[config.mk]
export PLATFORM = sky130hd
export DESIGN_NAME = integer_to_radix_ascii_flat
export DESIGN_NICKNAME = d
export VERILOG_FILES = /design/src/rtl/ita_pkg.sv /design/src/rtl/ita_in_if.sv /design/src/rtl/ita_out_if.sv /design/src/rtl/ita_datapath.sv /design/src/rtl/ita_controller.sv /design/src/rtl/integer_to_radix_ascii.sv /design/src/flat_wrapper.sv
export SDC_FILE = /design/constraint.sdc
export NUM_CORES = 1
export LEC_CHECK = 0
export BUFFER_PORTS_ARGS = -buffer_cell sky130_fd_sc_hd__buf_2
export CORE_ASPECT_RATIO = 1.5
export CORE_MARGIN = 10
export CORE_UTILIZATION = 50
export CTS_CLUSTER_SIZE = 40
export DETAILED_ROUTE_END_ITERATION = 16
export PLACE_DENSITY = 0.67
export SYNTH_ARGS = -nofsm -noshare
export SYNTH_HDL_FRONTEND = slang
export SYNTH_HIERARCHICAL = 1
export SYNTH_SLANG_ARGS = --single-unit
[constraint.sdc]
create_clock -name i_clk -period 6.2 [get_ports i_clk]
set_input_delay 0.62 -clock i_clk [delete_from_list [all_inputs] [get_ports i_clk]]
set_output_delay 0.62 -clock i_clk [all_outputs]
set_load 0.02 [all_outputs]
[src/rtl/ita_pkg.sv]
// Package with the shared types, character constants and digit mapping of the radix text converter.
`default_nettype none
package ita_pkg;

    localparam logic [7:0] MINUS_CHAR    = 8'd45;
    localparam logic [7:0] DIGIT_BASE    = 8'd48;
    localparam logic [7:0] LETTER_BASE   = 8'd55;
    localparam logic [5:0] DECIMAL_LIMIT = 6'd10;
    localparam logic [5:0] RADIX_MIN     = 6'd2;
    localparam logic [5:0] RADIX_MAX     = 6'd36;

    typedef struct packed {
        logic load;
        logic div_step;
        logic store;
        logic emit_sign;
        logic read;
        logic emit_digit;
    } t_ctrl_cmd;

    typedef struct packed {
        logic div_last;
        logic quot_zero;
        logic negative;
        logic count_zero;
        logic out_free;
    } t_dp_status;

    function automatic logic [7:0] digit_char(input logic [5:0] d);
        logic [7:0] d8;
        d8 = {2'b00, d};
        if (d < DECIMAL_LIMIT) begin
            digit_char = DIGIT_BASE + d8;
        end else begin
            digit_char = LETTER_BASE + d8;
        end
    endfunction

endpackage
`default_nettype wire

[src/rtl/ita_in_if.sv]
// Input channel interface carrying one integer and its radix per transaction.
`default_nettype none
interface ita_in_if #(
    parameter int VALUE_WIDTH = 32
);
    logic                   valid;
    logic                   ready;
    logic [VALUE_WIDTH-1:0] value;
    logic [5:0]             radix;

    modport source (output valid, output value, output radix, input ready);
    modport sink   (input valid, input value, input radix, output ready);
endinterface
`default_nettype wire

[src/rtl/ita_out_if.sv]
// Output channel interface carrying one text character and its last mark per transaction.
`default_nettype none
interface ita_out_if;
    logic       valid;
    logic       ready;
    logic [7:0] text_char;
    logic       last;

    modport source (output valid, output text_char, output last, input ready);
    modport sink   (input valid, input text_char, input last, output ready);
endinterface
`default_nettype wire

[src/rtl/ita_datapath.sv]
// Datapath with the bit-serial divider, the digit memory and the output register.
`default_nettype none
module ita_datapath #(
    parameter int VALUE_WIDTH = 32
) (
    input  wire logic                   i_clk,
    input  wire logic                   i_rst_n,
    input  wire logic [VALUE_WIDTH-1:0] i_value,
    input  wire logic [5:0]             i_radix,
    input  wire ita_pkg::t_ctrl_cmd     i_cmd,
    input  wire logic                   i_out_ready,
    output ita_pkg::t_dp_status         o_status,
    output logic                        o_out_valid,
    output logic [7:0]                  o_text_char,
    output logic                        o_last
);
    localparam int MAG_WIDTH = VALUE_WIDTH + 1;
    localparam int CNT_WIDTH = $clog2(VALUE_WIDTH + 1);
    localparam int IDX_WIDTH = $clog2(VALUE_WIDTH);
    localparam int BIT_WIDTH = $clog2(MAG_WIDTH);

    logic [5:0]           r_mem [VALUE_WIDTH];
    logic [MAG_WIDTH-1:0] r_mag;
    logic [5:0]           r_rem;
    logic [5:0]           r_radix;
    logic                 r_neg;
    logic [BIT_WIDTH-1:0] r_bit_cnt;
    logic [CNT_WIDTH-1:0] r_count;
    logic [5:0]           r_rd;
    logic                 r_out_valid;
    logic [7:0]           r_char;
    logic                 r_last;

    logic [6:0]             n_trial;
    logic                   n_qbit;
    logic [5:0]             n_rem;
    logic [5:0]             n_radix;
    logic [VALUE_WIDTH-1:0] n_abs;
    logic [CNT_WIDTH-1:0]   n_count_m1;

    always_comb begin
        n_trial = {r_rem, r_mag[MAG_WIDTH-1]};
        n_qbit  = (n_trial >= {1'b0, r_radix});
        n_rem   = n_qbit ? 6'(n_trial - {1'b0, r_radix}) : n_trial[5:0];
        if (i_radix < ita_pkg::RADIX_MIN) begin
            n_radix = ita_pkg::RADIX_MIN;
        end else if (i_radix > ita_pkg::RADIX_MAX) begin
            n_radix = ita_pkg::RADIX_MAX;
        end else begin
            n_radix = i_radix;
        end
        n_abs      = i_value[VALUE_WIDTH-1] ? (~i_value + 1'b1) : i_value;
        n_count_m1 = r_count - 1'b1;
    end

    always_ff @(posedge i_clk) begin
        if (i_cmd.store && (r_count < CNT_WIDTH'(VALUE_WIDTH))) begin
            r_mem[r_count[IDX_WIDTH-1:0]] <= r_rem;
        end
        if (i_cmd.read) begin
            r_rd <= r_mem[n_count_m1[IDX_WIDTH-1:0]];
        end
    end

    always_ff @(posedge i_clk) begin
        if (!i_rst_n) begin
            r_mag       <= '0;
            r_rem       <= '0;
            r_radix     <= ita_pkg::RADIX_MIN;
            r_neg       <= 1'b0;
            r_bit_cnt   <= '0;
            r_count     <= '0;
            r_out_valid <= 1'b0;
        end else begin
            if (i_cmd.load) begin
                r_mag     <= {1'b0, n_abs};
                r_rem     <= '0;
                r_radix   <= n_radix;
                r_neg     <= i_value[VALUE_WIDTH-1];
                r_bit_cnt <= '0;
                r_count   <= '0;
            end
            if (i_cmd.div_step) begin
                r_mag     <= {r_mag[MAG_WIDTH-2:0], n_qbit};
                r_rem     <= n_rem;
                r_bit_cnt <= r_bit_cnt + 1'b1;
            end
            if (i_cmd.store) begin
                r_rem     <= '0;
                r_bit_cnt <= '0;
                if (r_count < CNT_WIDTH'(VALUE_WIDTH)) begin
                    r_count <= r_count + 1'b1;
                end
            end
            if (i_cmd.read) begin
                r_count <= n_count_m1;
            end
            if (i_cmd.emit_sign || i_cmd.emit_digit) begin
                r_out_valid <= 1'b1;
            end else if (i_out_ready) begin
                r_out_valid <= 1'b0;
            end
        end
    end

    always_ff @(posedge i_clk) begin
        if (i_cmd.emit_sign) begin
            r_char <= ita_pkg::MINUS_CHAR;
            r_last <= 1'b0;
        end else if (i_cmd.emit_digit) begin
            r_char <= ita_pkg::digit_char(r_rd);
            r_last <= (r_count == '0);
        end
    end

    assign o_status.div_last   = (r_bit_cnt == BIT_WIDTH'(MAG_WIDTH - 1));
    assign o_status.quot_zero  = (r_mag == '0);
    assign o_status.negative   = r_neg;
    assign o_status.count_zero = (r_count == '0);
    assign o_status.out_free   = !r_out_valid || i_out_ready;
    assign o_out_valid         = r_out_valid;
    assign o_text_char         = r_char;
    assign o_last              = r_last;
endmodule
`default_nettype wire

[src/rtl/ita_controller.sv]
// Controller state machine that sequences division, digit storage and character output.
`default_nettype none
module ita_controller (
    input  wire logic               i_clk,
    input  wire logic               i_rst_n,
    input  wire logic               i_in_valid,
    input  wire ita_pkg::t_dp_status i_status,
    output logic                    o_in_ready,
    output ita_pkg::t_ctrl_cmd      o_cmd
);
    localparam logic [2:0] ST_IDLE  = 3'd0;
    localparam logic [2:0] ST_DIV   = 3'd1;
    localparam logic [2:0] ST_STORE = 3'd2;
    localparam logic [2:0] ST_SIGN  = 3'd3;
    localparam logic [2:0] ST_READ  = 3'd4;
    localparam logic [2:0] ST_EMIT  = 3'd5;

    logic [2:0] r_state;
    logic [2:0] n_state;

    always_comb begin
        n_state    = r_state;
        o_cmd      = '0;
        o_in_ready = 1'b0;
        case (r_state)
            ST_IDLE: begin
                o_in_ready = 1'b1;
                if (i_in_valid) begin
                    o_cmd.load = 1'b1;
                    n_state    = ST_DIV;
                end
            end
            ST_DIV: begin
                o_cmd.div_step = 1'b1;
                if (i_status.div_last) begin
                    n_state = ST_STORE;
                end
            end
            ST_STORE: begin
                o_cmd.store = 1'b1;
                if (!i_status.quot_zero) begin
                    n_state = ST_DIV;
                end else if (i_status.negative) begin
                    n_state = ST_SIGN;
                end else begin
                    n_state = ST_READ;
                end
            end
            ST_SIGN: begin
                if (i_status.out_free) begin
                    o_cmd.emit_sign = 1'b1;
                    n_state         = ST_READ;
                end
            end
            ST_READ: begin
                o_cmd.read = 1'b1;
                n_state    = ST_EMIT;
            end
            ST_EMIT: begin
                if (i_status.out_free) begin
                    o_cmd.emit_digit = 1'b1;
                    n_state          = i_status.count_zero ? ST_IDLE : ST_READ;
                end
            end
            default: begin
                n_state = ST_IDLE;
            end
        endcase
    end

    always_ff @(posedge i_clk) begin
        if (!i_rst_n) begin
            r_state <= ST_IDLE;
        end else begin
            r_state <= n_state;
        end
    end
endmodule
`default_nettype wire

[src/rtl/integer_to_radix_ascii.sv]
// Top level of the integer to radix ASCII text converter.
// The input channel carries one signed integer and a radix per transaction; a radix
// below 2 is taken as 2 and one above 36 as 36. The output channel carries the text
// one character per transaction, most significant digit first, with a leading minus
// sign for negative values and last set on the final digit.
// Each digit comes from a bit-serial restoring divider that steps through all
// VALUE_WIDTH + 1 bits of the magnitude, followed by a store of the digit. Each
// character then needs a registered read of the digit memory and a load of the
// output register.
// The block works on one number at a time and accepts the next one as soon as the
// last character sits in the output register. When the receiver stalls, the output
// register holds its character and the sequencer waits.
// Reset clears the sequencer, the counters and the output valid flag; the digit
// memory needs no reset because each number writes its digits before reading them.
`default_nettype none
module integer_to_radix_ascii #(
    parameter int VALUE_WIDTH = 32
) (
    input  wire logic  i_clk,
    input  wire logic  i_rst_n,
    ita_in_if.sink     i_in,
    ita_out_if.source  o_out
);
    ita_pkg::t_ctrl_cmd  cmd;
    ita_pkg::t_dp_status status;

    ita_controller u_controller (
        .i_clk      (i_clk),
        .i_rst_n    (i_rst_n),
        .i_in_valid (i_in.valid),
        .i_status   (status),
        .o_in_ready (i_in.ready),
        .o_cmd      (cmd)
    );

    ita_datapath #(
        .VALUE_WIDTH (VALUE_WIDTH)
    ) u_datapath (
        .i_clk       (i_clk),
        .i_rst_n     (i_rst_n),
        .i_value     (i_in.value),
        .i_radix     (i_in.radix),
        .i_cmd       (cmd),
        .i_out_ready (o_out.ready),
        .o_status    (status),
        .o_out_valid (o_out.valid),
        .o_text_char (o_out.text_char),
        .o_last      (o_out.last)
    );

    a_cmd_onehot: assert property (@(posedge i_clk) disable iff (!i_rst_n)
        $onehot0({cmd.load, cmd.div_step, cmd.store, cmd.emit_sign, cmd.read,
                  cmd.emit_digit}))
        else $error("More than one datapath command issued in one cycle.");

    a_emit_free: assert property (@(posedge i_clk) disable iff (!i_rst_n)
        (cmd.emit_sign || cmd.emit_digit) |-> status.out_free)
        else $error("Character loaded while the output register was stalled.");

    a_load_busy: assert property (@(posedge i_clk) disable iff (!i_rst_n)
        cmd.load |=> !i_in.ready)
        else $error("Input still ready after a transaction was accepted.");

    a_load_on_accept: assert property (@(posedge i_clk) disable iff (!i_rst_n)
        (i_in.valid && i_in.ready) |-> cmd.load)
        else $error("Accepted transaction was not loaded into the datapath.");
endmodule
`default_nettype wire
[src/flat_wrapper.sv]
// flat-port wrapper written by rule: the top's interface ports become plain ports
module integer_to_radix_ascii_flat 
#(
    parameter int VALUE_WIDTH = 32
)
  (i_clk, i_rst_n, i_in_valid, i_in_value, i_in_radix, i_in_ready, o_out_valid, o_out_text_char, o_out_last, o_out_ready);
  ita_in_if #(.VALUE_WIDTH(VALUE_WIDTH)) i_in_i ();
  ita_out_if o_out_i ();
  input  wire logic i_clk;
  input  wire logic i_rst_n;
  input wire logic [$bits(i_in_i.valid)-1:0] i_in_valid;
  input wire logic [$bits(i_in_i.value)-1:0] i_in_value;
  input wire logic [$bits(i_in_i.radix)-1:0] i_in_radix;
  output wire logic [$bits(i_in_i.ready)-1:0] i_in_ready;
  output wire logic [$bits(o_out_i.valid)-1:0] o_out_valid;
  output wire logic [$bits(o_out_i.text_char)-1:0] o_out_text_char;
  output wire logic [$bits(o_out_i.last)-1:0] o_out_last;
  input wire logic [$bits(o_out_i.ready)-1:0] o_out_ready;
  assign i_in_i.valid = i_in_valid;
  assign i_in_i.value = i_in_value;
  assign i_in_i.radix = i_in_radix;
  assign i_in_ready = i_in_i.ready;
  assign o_out_valid = o_out_i.valid;
  assign o_out_text_char = o_out_i.text_char;
  assign o_out_last = o_out_i.last;
  assign o_out_i.ready = o_out_ready;
  integer_to_radix_ascii #(.VALUE_WIDTH(VALUE_WIDTH)) u_core (.i_clk(i_clk), .i_rst_n(i_rst_n), .i_in(i_in_i), .o_out(o_out_i));
endmodule
==> results.py, run 1 <==
metrics = {
    "synth": {
        "synth_cell_types": 68,
        "synth_top_flop_cell": "edfxtp_1",
        "synth_seq_cells": 268,
        "synth_cells": 955,
        "synth_area_per_cell_um2": 12.9,
        "synth_area_mm2": 0.0123,
        "ys_async_sr_fraction_pct": 0,
        "ys_seq_area_share_pct": 59.5,
        "syn-num-nets": 1015,
        "yosys_warnings": 6,
        "synth_edf_count": 198,
    },
    "cts": {
        "cts_buffers": 24,
        "cts_tree": "yes",
        "insertion_delay_ns": 0.53,
        "cts_resized": 0,
        "clockBufferDepth": 3,
        "ctsRootBufferMaster": "clkbuf_16",
        "tritoncts_num_sinks": 268,
        "cts_max_level": 1,
        "clkTransAtPathRegs_ns": 0.06,
        "ctsHoldBuffers": 0,
        "postCtsSetupBuffers": 0,
    },
    "sta": {
        "slew_headroom_pct": 15.7,
        "setup_violations": 0,
        "final_max_slew_viol_count": 0,
        "fin_crit_sh_pct": 61.1,
        "finalHoldViolations": 0,
        "min_period_ns": 3.79,
        "worstMarginPinSlew_ns": 1.26,
        "hold_ws_ns": 0.346,
        "rsz0062_at_grt": "no",
        "timing.fmax_ghz": 0.264,
        "clock_skew_ns": 0.0261,
        "fin_tns_setup_ns": 0,
    },
    "global_routing": {
        "track_usage_pct": 17.1,
        "grt_pass1_vias": 7786,
        "grt_pass1_wl_mm": 42.6,
        "grt_overflow": 0,
        "antenna_found_initial": 0,
        "grt_max_degree": 69,
        "top_usage_layer": "met2",
        "grtUsageMet1_pct": 18.5,
        "gr-usage-met3_pct": 2.28,
        "grt_use_met2_pct": 32.5,
    },
    "floorplan": {
        "die_w_um": 148,
        "die-height_um": 212,
        "start_util_pct": 50.7,
        "boundaryPins": 53,
        "die_area_mm2": 0.0315,
        "core-area_mm2": 0.0243,
        "rows": 70,
    },
    "setup_path": {
        "slowest_stage": "dfxtp_4",
        "crit_family": "flip-flops",
        "r2r_slack_ns": 2.41,
        "start_kind": "flop",
        "critical_path_required_ns": 6.46,
        "worstPathMaxFanout": 58,
        "critPathCaptureType": "flop",
        "crit_buf_inv": 2,
        "arrival_ns": 4.05,
        "critical_path_class": "reg2reg",
        "critPathMaxStageDelay_ns": 1.06,
        "r2r-start": "u_core/u_datapath/r_count[0]",
        "rr_worst_depth": 7,
        "crit_chain": "inv_1, ha_2, buf_4, mux4_2, mux2i_1, o22ai_1, a211o_1",
        "r2r-end": "u_core/u_datapath/r_rd[3]",
    },
    "placed_design": {
        "place_congestion": 0.851,
        "port_buffers": 51,
        "dp.final_hpwl_mm": 18.8,
    },
    "drt": {
        "ant_nets": 0,
        "drtPass1Iterations": 5,
        "remaining_drc_errors": 0,
        "wl_mm": 26.9,
        "first_iter_violations": 455,
        "vias": 7700,
        "wire_per_inst_um": 20.3,
        "via_per_inst": 5.82,
    },
    "hold_path": {
        "whs_endpoint": "u_core/u_datapath/r_radix[2]",
        "worstHoldPathCells": 3,
        "min-delay-start": "i_in_radix[2]",
        "min-delay-path-class": "in2reg",
    },
    "layout": {
        "multi_input_area_mm2": 0.00467,
        "regArea_mm2": 0.00735,
        "diodes": 0,
        "fillers": 2080,
        "fin_nets": 1041,
        "final_layout_size_suffix_gt1_share_pct": 17.9,
        "syn_to_final_growth_pct": 10.9,
    },
    "pwr": {
        "p_leak_uw": 0.00464,
        "power_uw": 4150,
        "power_density_mw_per_mm2": 304,
        "ir_worst_vdd_v": 0.000182,
    },
    "status": {
        "status": "completed",
    },
    "job": {
        "cap_violations": 0,
    },
}
[worst max path at each step]
stage / startpoint / to / depth (start not counted) / slack (ns)
5_1_grt: u_core/u_datapath/r_count[0] / u_core/u_datapath/r_rd[3] / 7 / 2.08
4_1_cts: u_core/u_datapath/r_count[0] / u_core/u_datapath/r_rd[3] / 7 / 2.31
3_3_place_gp: u_core/u_datapath/r_count[0] / u_core/u_datapath/r_rd[3] / 7 / 2.45
6_report: u_core/u_datapath/r_count[0] / u_core/u_datapath/r_rd[3] / 7 / 2.41
2_1_floorplan: u_core/u_datapath/r_count[0] / u_core/u_datapath/r_rd[5] / 10 / 2.93
3_5_place_dp: u_core/u_datapath/r_count[0] / u_core/u_datapath/r_rd[3] / 7 / 2.34
[through the flow]
| stage | cell area [µm²] | utilization, % | cells | setup slack [ns] |
|---|---|---|---|---|
| after global routing | 13700 | 56.2 | 1323 | 2.08 |
| after floorplan | 12300 | - | 955 | 2.93 |
| final | 13700 | 56.2 | 1323 | 2.41 |
| after global placement | 12800 | 52.8 | 1279 | 2.45 |
| after detailed placement | 12800 | 52.8 | 1279 | 2.34 |
| after CTS | 13700 | 56.2 | 1323 | 2.31 |
[cell usage in the layout, fill, tap and decap left out, drive strengths merged, types with 10 or more instances in the layout]
| cell type | count |
|---|---|
| buf | 60 |
| o22ai | 19 |
| nor2 | 77 |
| ha | 17 |
| nand3 | 23 |
| o21ai | 31 |
| dfxtp | 70 |
| clkbuf | 39 |
| nand2 | 63 |
| xor2 | 24 |
| xnor2 | 18 |
| a211oi | 13 |
| nor4 | 11 |
| inv | 28 |
| nand2b | 10 |
| or3 | 11 |
| edfxtp | 198 |
| o31ai | 12 |
| mux4 | 48 |
| mux2i | 23 |
| a21oi | 46 |
| o41ai | 11 |
| nor2b | 14 |
| nor3b | 16 |
| nor3 | 13 |
[synth_stat cells (all sizes together), types with 3 or more instances]
library cell | number | area share, %
nor2b | 14 | 0.71
dfxtp | 70 | 11
a211o | 9 | 0.64
nor4 | 11 | 0.56
nand4 | 9 | 0.46
o31ai | 12 | 0.73
edfxtp | 198 | 48
o22ai | 19 | 0.96
clkbuf | 42 | 1.3
or3 | 11 | 0.56
inv | 28 | 0.85
a31o | 9 | 0.64
nand3b | 5 | 0.30
a21oi | 46 | 1.9
or4 | 9 | 0.61
a2bb2oi | 3 | 0.21
mux4 | 48 | 8.8
buf | 18 | 0.77
and2 | 3 | 0.15
o21ai | 31 | 1.3
xnor2 | 18 | 1.3
xor2 | 24 | 1.7
a31oi | 4 | 0.20
mux2i | 23 | 1.9
nand2b | 10 | 0.51
or2 | 7 | 0.35
nand2 | 63 | 1.9
nor2 | 77 | 2.3
a211oi | 13 | 0.79
o41ai | 11 | 1.1
nand3 | 23 | 0.93
nor3b | 16 | 1.0
o211ai | 7 | 0.43
nor3 | 13 | 0.57
ha | 17 | 1.7
o21a | 5 | 0.30
[kinds of logic after synthesis]
group	after synthesis	share of synthesized area [%]
XOR/XNOR	42	2.98
other	1	0.0304
flip-flops	268	59.5
AND/OR/NAND/NOR	277	11.4
adder cells (fa/ha/maj)	18	1.89
buffers and inverters	88	2.90
AO/OA/AOI/OAI	189	10.5
multiplexers	72	10.7
[area by class of cell]
type | count | share of cell area, %
clock buffers | 39 | 5.63
clock inverters | 5 | 0.448
inverters | 28 | 0.768
multi-input cells | 599 | 34.1
flip-flops and latches | 268 | 53.7
well taps | 324 | 2.96
repair buffers | 60 | 2.36
[sequential cells by signal, indices dropped and copies added, names as in the netlist, 6 cells and up]
signal / flops
u_core/u_datapath/r_mem: 192
u_core/u_datapath/r_rd: 6
u_core/u_datapath/r_mag: 33
u_core/u_datapath/r_radix: 6
u_core/u_datapath/o_text_char: 7
u_core/u_datapath/r_count: 6
u_core/u_datapath/r_rem: 6
u_core/u_datapath/r_bit_cnt: 6
[layer usage]
metal | wire (µm) | share of wire, %
met1 | 9930 | 37
met2 | 14900 | 55
met3 | 1120 | 4.2
met4 | 969 | 3.6
met5 | 0 | 0
[report_power, final]
| part | internal (µW) | switching, µW |
|---|---|---|
| sequential | 2090 | 55.6 |
| clock | 895 | 625 |
| combinational | 156 | 332 |
| total | 3140 | 1010 |
[tightest hold or removal path: stages]
cell     delay, ns
buf_2         0.10
inv_1         0.04
a31oi_1       0.07
No activity file was read; power rests on OpenSTA's default activity.
==> inputs of run 2 (changes only) <==
Settings changed: PLACE_DENSITY 0.67 to 0.69.
Clock period 6.2 ns to 3.3 ns, I/O delays scaled along.
==> run 2 against run 1 <==
Fmax rose by 38%. Worst hold slack got worse by 0.28 ns. Clock power rose by 84%. First-iteration DRC count rose by 18%. Wire length fell by 1.7%. Power rose by 87%.
==> results.py, run 2 (same netlist as run 1, synthesis figures left out) <==
metrics = {
    "cts": {
        "cts_tree": "yes",
        "clockBufferDepth": 3,
        "cts_max_level": 1,
        "ctsHoldBuffers": 0,
        "postCtsSetupBuffers": 0,
        "clkTransAtPathRegs_ns": 0.06,
        "cts_buffers": 25,
        "insertion_delay_ns": 0.53,
        "cts_resized": 0,
        "tritoncts_num_sinks": 268,
        "ctsRootBufferMaster": "clkbuf_16",
    },
    "drt": {
        "ant_nets": 0,
        "first_iter_violations": 537,
        "drtPass1Iterations": 5,
        "wire_per_inst_um": 19.8,
        "remaining_drc_errors": 0,
        "wl_mm": 26.4,
        "via_per_inst": 5.83,
        "vias": 7798,
    },
    "pwr": {
        "power.internal_uw": 5800,
        "power_uw": 7750,
        "power_density_mw_per_mm2": 564,
        "p_sw_uw": 1950,
        "power_frac_comb_pct": 12.6,
        "p_leak_uw": 0.00470,
        "swShare_pct": 25.1,
        "p_seq_share_pct": 51.4,
        "ir_worst_vdd_v": 0.000372,
        "pwr-share-clk_pct": 36.0,
    },
    "sta": {
        "rsz0062_at_grt": "no",
        "finalHoldViolations": 0,
        "fin_tns_setup_ns": 0,
        "setup_violations": 0,
        "final_max_slew_viol_count": 0,
        "worstMarginPinSlew_ns": 0.885,
        "fin_crit_sh_pct": 83.0,
        "min_period_ns": 2.74,
        "slew_headroom_pct": 40.6,
        "clock_skew_ns": 0.00811,
        "timing.fmax_ghz": 0.365,
    },
    "global_routing": {
        "track_usage_pct": 16.7,
        "grt_overflow": 0,
        "grt_pass1_vias": 7767,
        "grt_pass1_wl_mm": 42.1,
        "grt_max_degree": 62,
        "antenna_found_initial": 0,
    },
    "setup_path": {
        "critPathLaunch": "u_core/u_datapath/r_count[0]",
        "critPathCaptureType": "flop",
        "r2r_slack_ns": 0.56,
        "critical_path_required_ns": 3.58,
        "r2r-start": "u_core/u_datapath/r_count[0]",
        "worstPathMaxFanout": 50,
        "rr_worst_depth": 7,
        "r2r-end": "u_core/u_datapath/r_rd[3]",
        "critical_path_class": "reg2reg",
        "arrival_ns": 3.02,
        "start_kind": "flop",
    },
    "floorplan": {
        "rows": 70,
        "die_w_um": 148,
        "core-area_mm2": 0.0243,
        "die-height_um": 212,
        "boundaryPins": 53,
        "die_area_mm2": 0.0315,
        "start_util_pct": 50.7,
    },
    "layout": {
        "syn_to_final_growth_pct": 11.3,
        "final_cell_mix": "edfxtp_1 (198), nor2_1 (77), dfxtp_1 (69)",
        "final_layout_size_suffix_gt1_share_pct": 19.2,
        "diodes": 0,
        "mostFrequentLayoutCell": "edfxtp_1",
        "largest_register_ffs": 192,
        "fin_nets": 1055,
        "fillers": 2005,
    },
    "status": {
        "status": "completed",
    },
    "hold_path": {
        "worstHoldPathCells": 3,
        "min-delay-start": "i_in_radix[4]",
        "min-delay-path-class": "in2reg",
        "whs_endpoint": "u_core/u_datapath/r_radix[4]",
    },
    "placed_design": {
        "place_congestion": 0.831,
        "dp.final_hpwl_mm": 18.2,
        "port_buffers": 51,
    },
    "job": {
        "cap_violations": 0,
    },
}
run 2: stage by stage:
stage                     std cells  hold slack [ns]  setup WS, ns  util [%]  cell area, µm²
after floorplan                 955            0.450        0.0265         -           12300
after global placement         1292            0.457         0.586      53.2           12900
after detailed placement       1292            0.477         0.538      53.2           12900
after CTS                      1337           0.0448         0.529      56.4           13700
after global routing           1337           0.0679         0.423      56.4           13700
final                          1337           0.0668         0.561      56.4           13700
run 2: how the worst max path moves through the flow:
stage / slack [ns] / to / cells past startpoint
after global placement: 0.59 / u_core/u_datapath/r_rd[3] / 7
after global routing: 0.42 / u_core/u_datapath/r_rd[3] / 7
after floorplan: 0.03 / u_core/u_datapath/r_rd[5] / 10
final: 0.56 / u_core/u_datapath/r_rd[3] / 7
after CTS: 0.53 / u_core/u_datapath/r_rd[3] / 7
after detailed placement: 0.54 / u_core/u_datapath/r_rd[3] / 7
run 2: area by class of cell:
type | count | area (µm²) | area share [%]
inverters | 28 | 105 | 0.765
clock inverters | 15 | 136 | 0.993
repair buffers | 73 | 433 | 3.15
clock buffers | 30 | 654 | 4.76
multi-input cells | 599 | 4650 | 33.9
well taps | 324 | 405 | 2.95
flip-flops and latches | 268 | 7350 | 53.5
run 2: power by group through the flow:
stage | Combinational [µW] | Sequential [µW] | Clock (µW)
floorplan | 493 | 4180 | 0
global placement | 958 | 4050 | 0
detailed placement | 982 | 4050 | 0
CTS | 983 | 3980 | 2860
global route | 1090 | 3990 | 2990
finish | 979 | 3980 | 2790
run 2: routing by layer:
| layer | vias up | track usage (%) | wire length, µm |
|---|---|---|---|
| met1 | 3839 | 18.9 | 10200 |
| met3 | 46 | 2.15 | 997 |
| met4 | 0 | 6.13 | 704 |
| li1 | 3731 | - | - |
| met2 | 182 | 31.4 | 14500 |
| met5 | - | 0 | 0 |
run 2: worst max-delay path, stage by stage, from the launching register on:
cell and delay (ns):
dfxtp_4 0.54, inv_1 0.15, ha_2 0.37, buf_12 0.28
mux4_2 0.35, mux2i_1 0.30, o22ai_1 0.17, a211o_1 0.30
==> inputs of run 3 (changes only) <==
Settings changed: PLACE_DENSITY 0.69 to 0.67.
Clock period 3.3 ns to 2.7 ns, I/O delays scaled along.
==> run 3 against run 2 <==
Cell count increased by 2.8%. Global-route usage up 0.13 points. Final area up 2.2%. Sequential cell count stayed put. Fmax rose by 17%. Wire length increased by 0.29%. Combinational power up 25%. First-iteration DRC count rose by 8.0%. Die area unchanged.
==> results.py, run 3 (same netlist as run 1, synthesis figures left out) <==
metrics = {
    "status": {
        "status": "completed",
    },
    "setup_path": {
        "critical_path_required_ns": 3.09,
        "worstPathMaxFanout": 12,
        "arrival_ns": 2.72,
        "start_kind": "flop",
        "critPathCaptureType": "flop",
        "critical_path_class": "reg2reg",
    },
    "pwr": {
        "ir_worst_vdd_v": 0.000403,
        "power_density_mw_per_mm2": 671,
        "p_leak_uw": 0.00488,
    },
    "floorplan": {
        "boundaryPins": 53,
        "die-height_um": 212,
        "start_util_pct": 50.7,
        "die_area_mm2": 0.0315,
        "die_w_um": 148,
        "rows": 70,
        "core-area_mm2": 0.0243,
    },
    "sta": {
        "worstMarginPinSlew_ns": 1.01,
        "rsz0062_at_grt": "no",
        "finalHoldViolations": 0,
        "setup_violations": 0,
        "fin_tns_setup_ns": 0,
        "fin_crit_sh_pct": 86.3,
        "min_period_ns": 2.33,
        "timing.fmax_ghz": 0.429,
        "clock_skew_ns": 0.00848,
        "final_max_slew_viol_count": 0,
        "slew_headroom_pct": 32.5,
    },
    "layout": {
        "diodes": 0,
        "fillers": 2054,
        "largest_register_ffs": 192,
        "final_cell_mix": "edfxtp_1 (198), nor2_1 (77), dfxtp_1 (69)",
        "mostFrequentLayoutCell": "edfxtp_1",
        "fin_nets": 1093,
        "final_layout_size_suffix_gt1_share_pct": 22.1,
        "final_cell_area_mm2": 0.0140,
        "syn_to_final_growth_pct": 13.8,
    },
    "placed_design": {
        "port_buffers": 51,
        "place_congestion": 0.812,
        "dp.final_hpwl_mm": 18.2,
        "placed_area_mm2": 0.0132,
    },
    "global_routing": {
        "track_usage_pct": 16.9,
        "grt_overflow": 0,
        "antenna_found_initial": 0,
        "grt_pass1_wl_mm": 42.9,
        "grt_pass1_vias": 8125,
        "grt_max_degree": 58,
    },
    "cts": {
        "cts_resized": 0,
        "insertion_delay_ns": 0.52,
        "cts_tree": "yes",
        "clockBufferDepth": 3,
        "tritoncts_num_sinks": 268,
        "cts_buffers": 24,
        "ctsRootBufferMaster": "clkbuf_16",
        "clkTransAtPathRegs_ns": 0.07,
        "cts_max_level": 1,
    },
    "hold_path": {
        "min-delay-path-class": "in2reg",
    },
    "drt": {
        "drtPass1Iterations": 5,
        "ant_nets": 0,
        "remaining_drc_errors": 0,
        "wl_mm": 26.5,
        "via_per_inst": 5.74,
        "wire_per_inst_um": 19.3,
        "first_iter_violations": 580,
        "vias": 7891,
    },
    "job": {
        "cap_violations": 0,
    },
}
[run 3: cell count changes in the layout (fill, tap and decap cells not counted), sizes merged]
cell	before	now
inv	29	32
clkinvlp	4	8
buf	73	109
bufinv	2	1
dlygate4sd3	0	3
clkbuf	30	26
clkinv	8	5
[run 3: stage by stage]
stage | setup WS, ns | util (%) | power (µW) | std cells | hold WS, ns
3_5_place_dp | 0.261 | 54.3 | 6160 | 1328 | 0.464
4_1_cts | 0.385 | 57.7 | 9500 | 1375 | 0.0205
5_1_grt | 0.163 | 57.7 | 9820 | 1375 | 0.0440
2_1_floorplan | 0.0252 | - | 5710 | 955 | 0.401
3_3_place_gp | 0.282 | 54.3 | 6140 | 1328 | 0.464
6_report | 0.369 | 57.7 | 9430 | 1375 | 0.0442
[run 3: final cells by class]
cell class	instances	area, µm²	share of cell area (%)
Clock buffer	26	629	4.48
Clock inverter	18	151	1.08
Sequential cell	268	7350	52.3
Inverter	28	105	0.748
Multi-Input combinational cell	599	4650	33.1
Timing Repair Buffer	112	746	5.31
Tap cell	324	405	2.89
[run 3: path summary, 6_finish.rpt]
path / from / endpoint / slack [ns] / cells after the start
worst max-delay path: u_core/u_datapath/r_count[0] / u_core/u_datapath/r_rd[0] / 0.37 / 7
worst max register to register: u_core/u_datapath/r_count[0] / u_core/u_datapath/r_rd[0] / 0.37 / 7
worst min-delay path: i_in_value[30] / u_core/u_datapath/r_mag[30] / 0.04 / 3
worst min register to register: u_core/u_datapath/o_text_char[5] / u_core/u_datapath/o_text_char[5] / 0.48 / 2
[run 3: layer usage]
layer | GRT usage, % | up-vias | wire (µm)
li1 | - | 3803 | -
met1 | 19.2 | 3837 | 10300
met2 | 31.3 | 206 | 14300
met3 | 2.32 | 45 | 1140
met4 | 6.13 | 0 | 756
met5 | 0 | - | 0
[run 3: power by group]
group | internal [µW] | switching [µW]
Clock | 1820 | 1520
Sequential | 4800 | 69.1
Combinational | 379 | 844
[run 3: timing repair]
item                      CTS  global route
hold buffers                3             0
hold endpoints to repair    3             0
setup buffers               0             0
[run 3: worst max-delay path: stages, from the launching register on]
cell and delay (ns):
dfxtp_4 0.36, inv_1 0.08, ha_1 0.26, buf_4 0.18, xnor2_1 0.80, nand2_1 0.21
a21oi_1 0.19, a211o_1 0.12
